--- src/rtl/sem_pkg.sv ---
`timescale 1ns / 1ps
`default_nettype none
// ----------------------------------------------------------------------------
// sem_pkg: shared types for the Sobel edge magnitude block
// Command and status records between the controller and the datapath.
// ----------------------------------------------------------------------------
package sem_pkg;

  localparam int PixW = 24;

  localparam logic [0:0] CfgWidth  = 1'b0;
  localparam logic [0:0] CfgHeight = 1'b1;

  // Controller to datapath commands
  typedef struct packed {
    logic        load;      // accept input beat into stage registers
    logic        rd_mem;    // issue line store read
    logic        shift_win; // shift window, write line stores
    logic        drain_rd;  // read line stores for drain columns
    logic        drain_mode;// compute from drain taps
    logic        start_cmp; // begin gradient computation
    logic        use_left;  // emit from left-shifted window
  } sem_cmd_t;

  typedef struct packed {
    logic busy;   // magnitude unit working
    logic done;   // result available in output register stage
  } sem_sts_t;

  function automatic logic [8:0] pix_ch(input logic [PixW-1:0] p, input int ch);
    pix_ch = {1'b0, p[16-8*ch +: 8]};
  endfunction

endpackage
`default_nettype wire

--- src/rtl/sem_ctrl.sv ---
`timescale 1ns / 1ps
`default_nettype none
// ----------------------------------------------------------------------------
// sem_ctrl: frame sequencer
// Tracks rows, columns and results issued; steps the datapath per beat.
// ----------------------------------------------------------------------------
module sem_ctrl #(
  parameter int MAX_WIDTH  = 1024,
  parameter int MAX_HEIGHT = 4096,
  parameter int AW = 10,
  parameter int HW = 12
) (
  input  wire logic               clk,
  input  wire logic               rst_n,
  input  wire logic               in_valid,
  output logic                    in_stall,
  input  wire logic               in_func,
  output logic                    out_valid,
  input  wire logic               out_stall,
  output logic                    out_frame_end,
  input  wire logic               cfg_valid,
  output logic                    cfg_ready,
  input  wire logic [0:0]         cfg_index,
  input  wire logic [12:0]        cfg_data,
  input  wire logic               cfg_hit,
  output sem_pkg::sem_cmd_t       cmd,
  input  wire sem_pkg::sem_sts_t  sts,
  output logic [AW-1:0]           col,
  output logic [AW-1:0]           dcol,
  output logic [3:0]              mask
);

  localparam logic [2:0] S_IDLE  = 3'd0;
  localparam logic [2:0] S_RD    = 3'd1;
  localparam logic [2:0] S_SHIFT = 3'd2;
  localparam logic [2:0] S_DRD   = 3'd3;
  localparam logic [2:0] S_DWAIT = 3'd4;
  localparam logic [2:0] S_CMP   = 3'd5;
  localparam logic [2:0] S_WAIT  = 3'd6;
  localparam logic [2:0] S_OUT   = 3'd7;

  logic [2:0]  st_r, st_nxt;
  logic [10:0] fw_r;
  logic [12:0] fh_r;
  logic [AW:0] w;
  logic [HW:0] h;
  logic [HW:0] row_r, row_nxt;
  logic [AW-1:0] col_r, col_nxt;
  logic [AW:0] ecol_r, ecol_nxt;   // emitted column
  logic [HW:0] erow_r, erow_nxt;   // emitted row
  logic [1:0]  dcnt_r, dcnt_nxt;
  logic        pre_r, pre_nxt;      // left-shifted emit before shift
  logic        post_r, post_nxt;    // emit after shift
  logic        fe_r, fe_nxt;
  logic        drain_r, drain_nxt;
  logic [3:0]  mask_r, mask_nxt;
  logic        emit, last_e;

  always_comb begin
    if (fw_r == 11'd0) w = (AW+1)'(1);
    else if ({21'd0, fw_r} > 32'(MAX_WIDTH)) w = (AW+1)'(MAX_WIDTH);
    else w = (AW+1)'(fw_r);
    if (fh_r == 13'd0) h = (HW+1)'(1);
    else if ({19'd0, fh_r} > 32'(MAX_HEIGHT)) h = (HW+1)'(MAX_HEIGHT);
    else h = (HW+1)'(fh_r);
  end

  // emit the pixel one row plus one behind the input
  assign emit   = (row_r > (HW+1)'(1)) || (row_r == (HW+1)'(1) && col_r != '0);
  assign last_e = (erow_r + (HW+1)'(1) == h) && (ecol_r + (AW+1)'(1) == w);

  always_comb begin
    st_nxt = st_r; row_nxt = row_r; col_nxt = col_r; ecol_nxt = ecol_r; erow_nxt = erow_r;
    dcnt_nxt = dcnt_r; pre_nxt = pre_r; post_nxt = post_r; fe_nxt = fe_r;
    drain_nxt = drain_r; mask_nxt = mask_r;
    cmd = '0;
    cmd.drain_mode = drain_r;
    cmd.use_left = pre_r;
    in_stall = 1'b1;
    cfg_ready = (st_r == S_IDLE);
    unique case (st_r)
      S_IDLE: begin
        in_stall = 1'b0;
        if (in_valid) begin
          if (row_r >= h) begin
            dcnt_nxt = 2'd0;
            if (erow_r + (HW+1)'(1) < h) begin
              // end of the row above the bottom one still sits in the window
              pre_nxt = 1'b1;
              drain_nxt = 1'b0;
              st_nxt = S_CMP;
            end else begin
              drain_nxt = 1'b1;
              st_nxt = S_DRD;
            end
          end else if (!in_func) begin
            cmd.load = 1'b1;
            cmd.rd_mem = 1'b1;
            // at column 0 the result for the previous row's end comes first
            pre_nxt  = emit && (col_r == '0) && (w != (AW+1)'(1));
            post_nxt = emit && !((col_r == '0) && (w != (AW+1)'(1)));
            drain_nxt = 1'b0;
            st_nxt = S_RD;
          end
        end
      end
      S_RD: st_nxt = pre_r ? S_CMP : S_SHIFT;
      S_SHIFT: begin
        cmd.shift_win = 1'b1;
        if ((AW+1)'(col_r) + (AW+1)'(1) >= w) begin
          col_nxt = '0; row_nxt = row_r + 1'b1;
        end else col_nxt = col_r + 1'b1;
        st_nxt = post_r ? S_CMP : S_IDLE;
        pre_nxt = 1'b0;
      end
      S_DRD: begin
        cmd.drain_rd = 1'b1;
        dcnt_nxt = dcnt_r + 2'd1;
        if (dcnt_r == 2'd2) st_nxt = S_DWAIT;
      end
      S_DWAIT: begin
        dcnt_nxt = dcnt_r + 2'd1;
        if (dcnt_r == 2'd0) st_nxt = S_CMP;
      end
      S_CMP: begin
        cmd.start_cmp = 1'b1;
        st_nxt = S_WAIT;
        fe_nxt = last_e;
        if (ecol_r + (AW+1)'(1) == w) begin
          ecol_nxt = '0; erow_nxt = erow_r + 1'b1;
        end else ecol_nxt = ecol_r + 1'b1;
      end
      S_WAIT: if (sts.done) st_nxt = S_OUT;
      S_OUT: begin
        if (!out_stall) begin
          if (fe_r) begin
            row_nxt = '0; col_nxt = '0; ecol_nxt = '0; erow_nxt = '0;
          end
          st_nxt = (pre_r && row_r < h) ? S_SHIFT : S_IDLE;
          if (row_r >= h) pre_nxt = 1'b0;
          drain_nxt = 1'b0;
        end
      end
      default: st_nxt = S_IDLE;
    endcase
    if (st_r == S_IDLE || st_r == S_RD) begin
      mask_nxt[3] = (pre_r ? erow_r : erow_r) != '0;
      mask_nxt[2] = erow_r + (HW+1)'(1) < h;
      mask_nxt[1] = ecol_r != '0;
      mask_nxt[0] = ecol_r + (AW+1)'(1) < w;
    end
    if (st_r == S_IDLE && in_valid && row_r >= h && erow_r >= h) begin
      st_nxt = S_IDLE;
      row_nxt = '0; col_nxt = '0; ecol_nxt = '0; erow_nxt = '0;
    end
    if (cfg_valid && cfg_ready && cfg_hit) begin
      row_nxt = '0; col_nxt = '0; ecol_nxt = '0; erow_nxt = '0;
    end
  end

  always_ff @(posedge clk) begin
    if (!rst_n) begin
      st_r <= S_IDLE; fw_r <= 11'd1024; fh_r <= 13'd1;
      row_r <= '0; col_r <= '0; ecol_r <= '0; erow_r <= '0;
      dcnt_r <= '0; pre_r <= 1'b0; post_r <= 1'b0; fe_r <= 1'b0; drain_r <= 1'b0;
      mask_r <= '0;
    end else begin
      st_r <= st_nxt; row_r <= row_nxt; col_r <= col_nxt;
      ecol_r <= ecol_nxt; erow_r <= erow_nxt; dcnt_r <= dcnt_nxt;
      pre_r <= pre_nxt; post_r <= post_nxt; fe_r <= fe_nxt; drain_r <= drain_nxt;
      mask_r <= mask_nxt;
      if (cfg_valid && cfg_ready && cfg_hit) begin
        if (cfg_index == sem_pkg::CfgWidth) fw_r <= cfg_data[10:0];
        else fh_r <= cfg_data;
      end
    end
  end

  // drain column: centre minus one, plus phase
  logic [AW:0] dc;
  always_comb begin
    dc = ecol_r + (AW+1)'(dcnt_r) - (AW+1)'(1);
    dcol = (dc < w) ? dc[AW-1:0] : '0;
  end

  assign col = col_r;
  assign mask = mask_r;
  assign out_valid = (st_r == S_OUT);
  assign out_frame_end = fe_r;

  a_cfg_idle: assert property (@(posedge clk) disable iff (!rst_n)
    cfg_ready |-> st_r == S_IDLE) else $error("cfg taken while busy");
  a_out_hold: assert property (@(posedge clk) disable iff (!rst_n)
    out_valid && out_stall |=> out_valid) else $error("result dropped");
  a_in_idle: assert property (@(posedge clk) disable iff (!rst_n)
    !in_stall |-> st_r == S_IDLE) else $error("input taken while busy");

endmodule
`default_nettype wire

--- config.mk ---
export PLATFORM = sky130hd
export DESIGN_NAME = sem_ctrl
export DESIGN_NICKNAME = d
export VERILOG_FILES = /design/src/rtl/sem_pkg.sv /design/src/rtl/sem_ctrl.sv
export SDC_FILE = /design/constraint.sdc
export NUM_CORES = 1
export LEC_CHECK = 0
export ABC_CLOCK_PERIOD_IN_PS = 6800
export BUFFER_PORTS_ARGS = -buffer_cell sky130_fd_sc_hd__buf_2
export CAP_MARGIN = 20
export CORE_UTILIZATION = 49
export CTS_BUF_LIST = sky130_fd_sc_hd__clkbuf_8
export DETAILED_ROUTE_END_ITERATION = 7
export MAX_ROUTING_LAYER = met4
export PLACE_DENSITY_LB_ADDON = 0.25
export REMOVE_ABC_BUFFERS = 1
export SYNTH_ARGS = -nofsm -noshare
export SYNTH_HDL_FRONTEND = slang
export SYNTH_SLANG_ARGS = --single-unit
export TNS_END_PERCENT = 100
--- constraint.sdc ---
create_clock -name clk -period 6.8 [get_ports clk]
set_clock_uncertainty 0.2 [all_clocks]
set_input_delay 1.02 -clock clk [delete_from_list [all_inputs] [get_ports clk]]
set_output_delay 1.02 -clock clk [all_outputs]
set_load 0.005 [all_outputs]
### Word level (Yosys, flattened, before mapping)

Cells that the tools add are included.

* logic and storage cells: 156
* output and inout bits: 35
* register bits: 84
* input port bits: 23

* magnitude comparators: 10
* add/subtract/negate cells: 8
* reductions and logical operators: 42
* mux-type cells: 55
* bitwise logic cells: 4
* eq/ne operators: 24

Operator list (count)
* 13-bit two-way mux: 6
* 11-bit two-way mux: 5
* 13-bit case mux with 2 select lines: 2
* 10-bit two-way mux: 4
* 3-bit two-way mux: 10
* 13-bit by 1-bit adder with 13-bit output, second input constant: 2
* 13-bit greater-or-equal comparator: 2
* 13-bit < comparator: 2
* 3-bit case mux with 8 select lines: 1
* 11-bit < comparator: 2
* 11-bit case mux with 2 select lines: 1
* 10-bit case mux with 2 select lines: 1
* 4-bit AND reduction: 4
* 1-bit two-way mux: 15
* 2-bit two-way mux: 7
* 2-bit != test, second input constant: 7
* 13-bit by 1-bit equality test with 1-bit output, second input constant: 1
* 13-bit equality test: 1
* 13-bit by 1-bit > comparator with 1-bit output, second input constant: 1
* 13-bit > comparator, second input constant: 1
* 13-bit logical NOT: 1
* 13-bit nonzero test: 1
* 3-bit equality test, second input constant: 4
* 1-bit logical AND: 12
* 35 further kinds: 50

### Depth between registers and ports, before layout

* depth after elaboration: 9
* depth in mapped cells: 18
* mapped depth without buffers: 18

### Worst setup path after synthesis

Ideal clock, no wire load.

* path kind: register -> output
* start: register dcnt_r[1]
* end: output port dcol[3]
* required time: 5580 ps
* cell stages (with the launch flop): 19
* path slack: 2324 ps
* data arrival time: 3256 ps
* buffers on the path: 0
* path through: dfxtp_1 > inv_1 > ha_1 > inv_1 > ha_1 > fa_1 > nor2b_1 > o21ai_0 > nand2b_1 > a21o_1 > a21o_1 > a31oi_1 > xnor2_1 > ha_1 > nand4_1 > nor3_1 > o31ai_1 > nand3_1 > nor3_1

* longest elaborated chain between the ends: 4

RTL lines
* from (decl): line sem_ctrl.sv:51 `logic [1:0] dcnt_r, dcnt_nxt;`
* from (signal assigned): line sem_ctrl.sv:169 `ecol_r <= ecol_nxt; erow_r <= erow_nxt; dcnt_r <= dcnt_nxt;`
* 11-bit by 2-bit adder with 11-bit output (*): line sem_ctrl.sv:182 `dc = ecol_r + (AW+1)'(dcnt_r) - (AW+1)'(1);`
* 11-bit by 1-bit subtractor with 11-bit output (*): line sem_ctrl.sv:182
* 11-bit < comparator: line sem_ctrl.sv:183 `dcol = (dc < w) ? dc[AW-1:0] : '0;`
* 10-bit two-way mux (*): line sem_ctrl.sv:183
* to (decl): line sem_ctrl.sv:29 `output logic [AW-1:0] dcol,`

Every way passes the cells marked *; elsewhere a longest branch is shown, timed or not.

### Final worst setup path

Ends and elaborated chain as after synthesis.

==> metrics.md <==
| Metric | Value |
|---|---|
| Status | `finished clean` |
| Die X | `119 µm` |
| Postcts setup bufs | `0` |
| Worst-skew pair later-pin latency | `0.39 ns` |
| Mux cell area share after synthesis | `1.82%` |
| Drt wl/cell | `15.9 µm` |
| Worst hold-check path type | `reg -> reg` |
| DR DRC count | `0` |
| Slowest cell on the critical path | `dfxtp_1` |
| Antenna viol nets, final | `0` |
| Crit-path cells | `inv_1, ha_1, inv_1, ha_1, fa_1, nor2b_1, o21ai_0, nand2b_1, a21o_1, a21o_1, a31oi_1, xnor2_1, ha_1, nand4_1, nor3_1, o31ai_1, nand3_1, nor3_1, buf_2` |
| Total negative slack | `0 ns` |
| Die Footprint | `14100 µm²` |
| Bufs and invs on worst path | `3` |
| Row cnt | `42` |
| Yosys cell types | `61` |
| # nets final | `1006` |
| Startpoint Class | `flip-flop` |
| Routed vias | `6033` |
| Pin count of the biggest net entering global routing | `39` |
| Multi-input logic area | `4660 µm²` |
| #FFs+latches synth | `84` |
| Clk sinks | `84` |
| Post-synthesis compound-gate area fraction | `17.7%` |
| WS Path Type | `reg -> out` |
| Fin util | `54.6%` |
| Worst-case vdd ir drop | `0.198 mV` |
| Worst Hold Depth | `2` |
| Port Buffers | `56` |
| CP max FO | `10` |
| Final setup violation count | `0` |
| Ports | `58` |
| DP HPWL | `12700 µm` |
| Max_cap viols | `0` |
| Syn Area/Cell | `7.94 µm²` |
| DRT Wirelength | `16800 µm` |
| First-pass iteration count of the detailed router | `4` |
| Fin. max-slew vios | `0` |
| Clock-pin transition on the worst setup and hold timing paths | `0.09 ns` |
| Worst Path Required | `5.58 ns` |
| Core area | `13200 µm²` |
| Cell taking the most area after synthesis | `dfxtp_1` |
| Worst reg2reg path depth | `14` |
| Mapped Cells | `840` |
| Drt via density | `5.69` |
| Pwr Density | `231 nW/µm²` |
| Slew of the pin with the lowest slew margin | `0.858 ns` |
| Routability Congestion | `0.896` |
| Post-synthesis adder-cell area fraction | `19.8%` |
| Asr flop ratio synth | `0%` |
| RSZ-0062 raised after global routing | `no` |
| Worst path max stage delay | `0.38 ns` |
| GR Overflow Total | `0` |
| Leak | `0.00318 µW` |
| Minimum clock period after layout | `5.31 ns` |
| Stages on the worst setup path | `19` |
| Sequential element share of the synthesized area | `25.2%` |
| H-tree depth | `3` |
| Clk buf depth | `2` |
| Tot GR Track Use | `25.9%` |
| DIE HEIGHT | `119 µm` |
| Ranking of synthesized cells by area | `dfxtp_1 25%, ha_1 20%, nand2_1 5.2%` |
| Top cell type's share of synthesized area | `25.2%` |
| Storage cell area | `1680 µm²` |
| Fmax | `188 MHz` |
| Initial antenna violation count | `1` |
| Clk root buf | `clkbuf_8` |
| Resize count post-CTS | `0` |
| Pre-CTS setup slack | `1.92 ns` |
| Area growth syn-to-layout | `8.41%` |
| Final Hold Vio Count | `0` |
| First-pass GRT wire length | `28100 µm` |
| Commonest cells post-synth | `104 x ha_1, 93 x nand2_1, 84 x dfxtp_1` |
| Final period util | `78.0%` |
| Largest family of logic cells by synthesized area | `simple AND/OR/NAND/NOR gates` |
| Post-Synth XOR/XNOR Area | `6.17%` |
| YS warnings | `0` |
| Initial DRC Count | `331` |
| Cell Area, Synth | `6670 µm²` |
| Synth Flop Type | `dfxtp_1` |
| Setup ws final | `1.49 ns` |
| Starting density of the core | `50.4%` |
| Layout cell share with drive strength beyond 1 | `9.29%` |
| Worst rel slew slack | `42.6%` |
| CP most frequent cell | `ha_1` |
| Synth Area in Simple Gates | `24.4%` |
| Cell with the most instances after synthesis | `ha_1` |
| Endpoint class of the critical path | `output port` |
| Crit path arrival time | `4.09 ns` |
| CTS tree | `yes` |
| Delay-heaviest family, CP | `adder cells` |
| Post-synth EDFFs | `0` |
| Fillers | `1306` |
| # hold bufs at CTS | `0` |
| Vias in the first global route | `5657` |
| Cts bufs inserted | `9` |
==> power breakdown <==
group          total (µW)  internal [µW]  switching (µW)
combinational         730            299             430
sequential            590            528            62.7
clock                 351            145             207
total                1670            972             700
==> path summary, 6_finish.rpt <==
check / endpoint / startpoint / slack, ns
min reg2reg: fh_r[0]$_SDFFE_PN1P_ / fh_r[0]$_SDFFE_PN1P_ / 0.28
min: fh_r[0]$_SDFFE_PN1P_ / fh_r[0]$_SDFFE_PN1P_ / 0.28
max reg2reg: pre_r$_SDFFE_PN0P_ / erow_r[1]$_SDFFE_PP0P_ / 2.75
max: dcol[3] / dcnt_r[1]$_SDFFE_PN0P_ / 1.49
==> flip-flops by register name (all words and copies together) (netlist names) <==
| signal | cells |
|---|---|
| post_r | 1 |
| st_r | 3 |
| out_frame_end | 1 |
| erow_r | 13 |
| pre_r | 1 |
| fh_r | 13 |
| fw_r | 11 |
| ecol_r | 11 |
| drain_r | 1 |
| mask | 4 |
| row_r | 13 |
| dcnt_r | 2 |
| col | 10 |
==> metrics by stage <==
step / power [µW] / hold WS (ns) / instances / cell area [µm²]
5_1_grt: 1810 / 0.314 / 1060 / 7230
2_1_floorplan: 1070 / 0.239 / 806 / 6500
6_report: 1670 / 0.277 / 1060 / 7230
3_3_place_gp: 1320 / 0.255 / 1043 / 7040
4_1_cts: 1680 / 0.278 / 1059 / 7230
3_5_place_dp: 1330 / 0.261 / 1043 / 7040
==> cells in the final DEF (no fill, tap or decap), drive strengths merged, types with 3 or more instances in the layout <==
master    instances
a211oi            5
a21boi           19
a21o             12
a21oi            54
a221oi            3
a22oi             7
a31oi             7
and2              3
and3             24
buf              61
clkbuf           10
clkinvlp          3
dfxtp            84
ha              104
inv              43
mux2i            11
nand2            93
nand2b            5
nand3            40
nand4            15
nor2             74
nor2b            21
nor3             23
nor3b            13
nor4              9
o211a             3
o211ai            4
o21a              7
o21ai            40
o21bai            3
o31ai             5
xnor2            22
xor2             25
==> tightest hold or removal path, cell delays in order, from the launching register on <==
cell     delay (ns)
dfxtp_1        0.32
nand2_1        0.05
nand3_1        0.06
==> logic make-up after synthesis <==
group / after synthesis
multiplexers: 12
AND/OR/NAND/NOR: 331
buffers and inverters: 76
AO/OA/AOI/OAI: 185
flip-flops: 84
adder cells (fa/ha/maj): 105
XOR/XNOR: 47
==> layer usage <==
metal	vias up	share of wire (%)	global-route usage, %
li1	3067	-	-
met2	158	46	41.0
met5	-	0	-
met1	2778	47	32.1
met3	30	4.6	5.45
met4	0	2.5	9.81
==> final cells by class <==
type	instances	area share (%)
multi-input cells	680	64.5
flip-flops and latches	84	23.3
repair buffers	61	4.40
well taps	176	3.05
inverters	42	2.18
clock buffers	10	1.90
clock inverters	6	0.675
diodes	1	0.0346
Note: power is estimated with default switching activity, not from simulation.
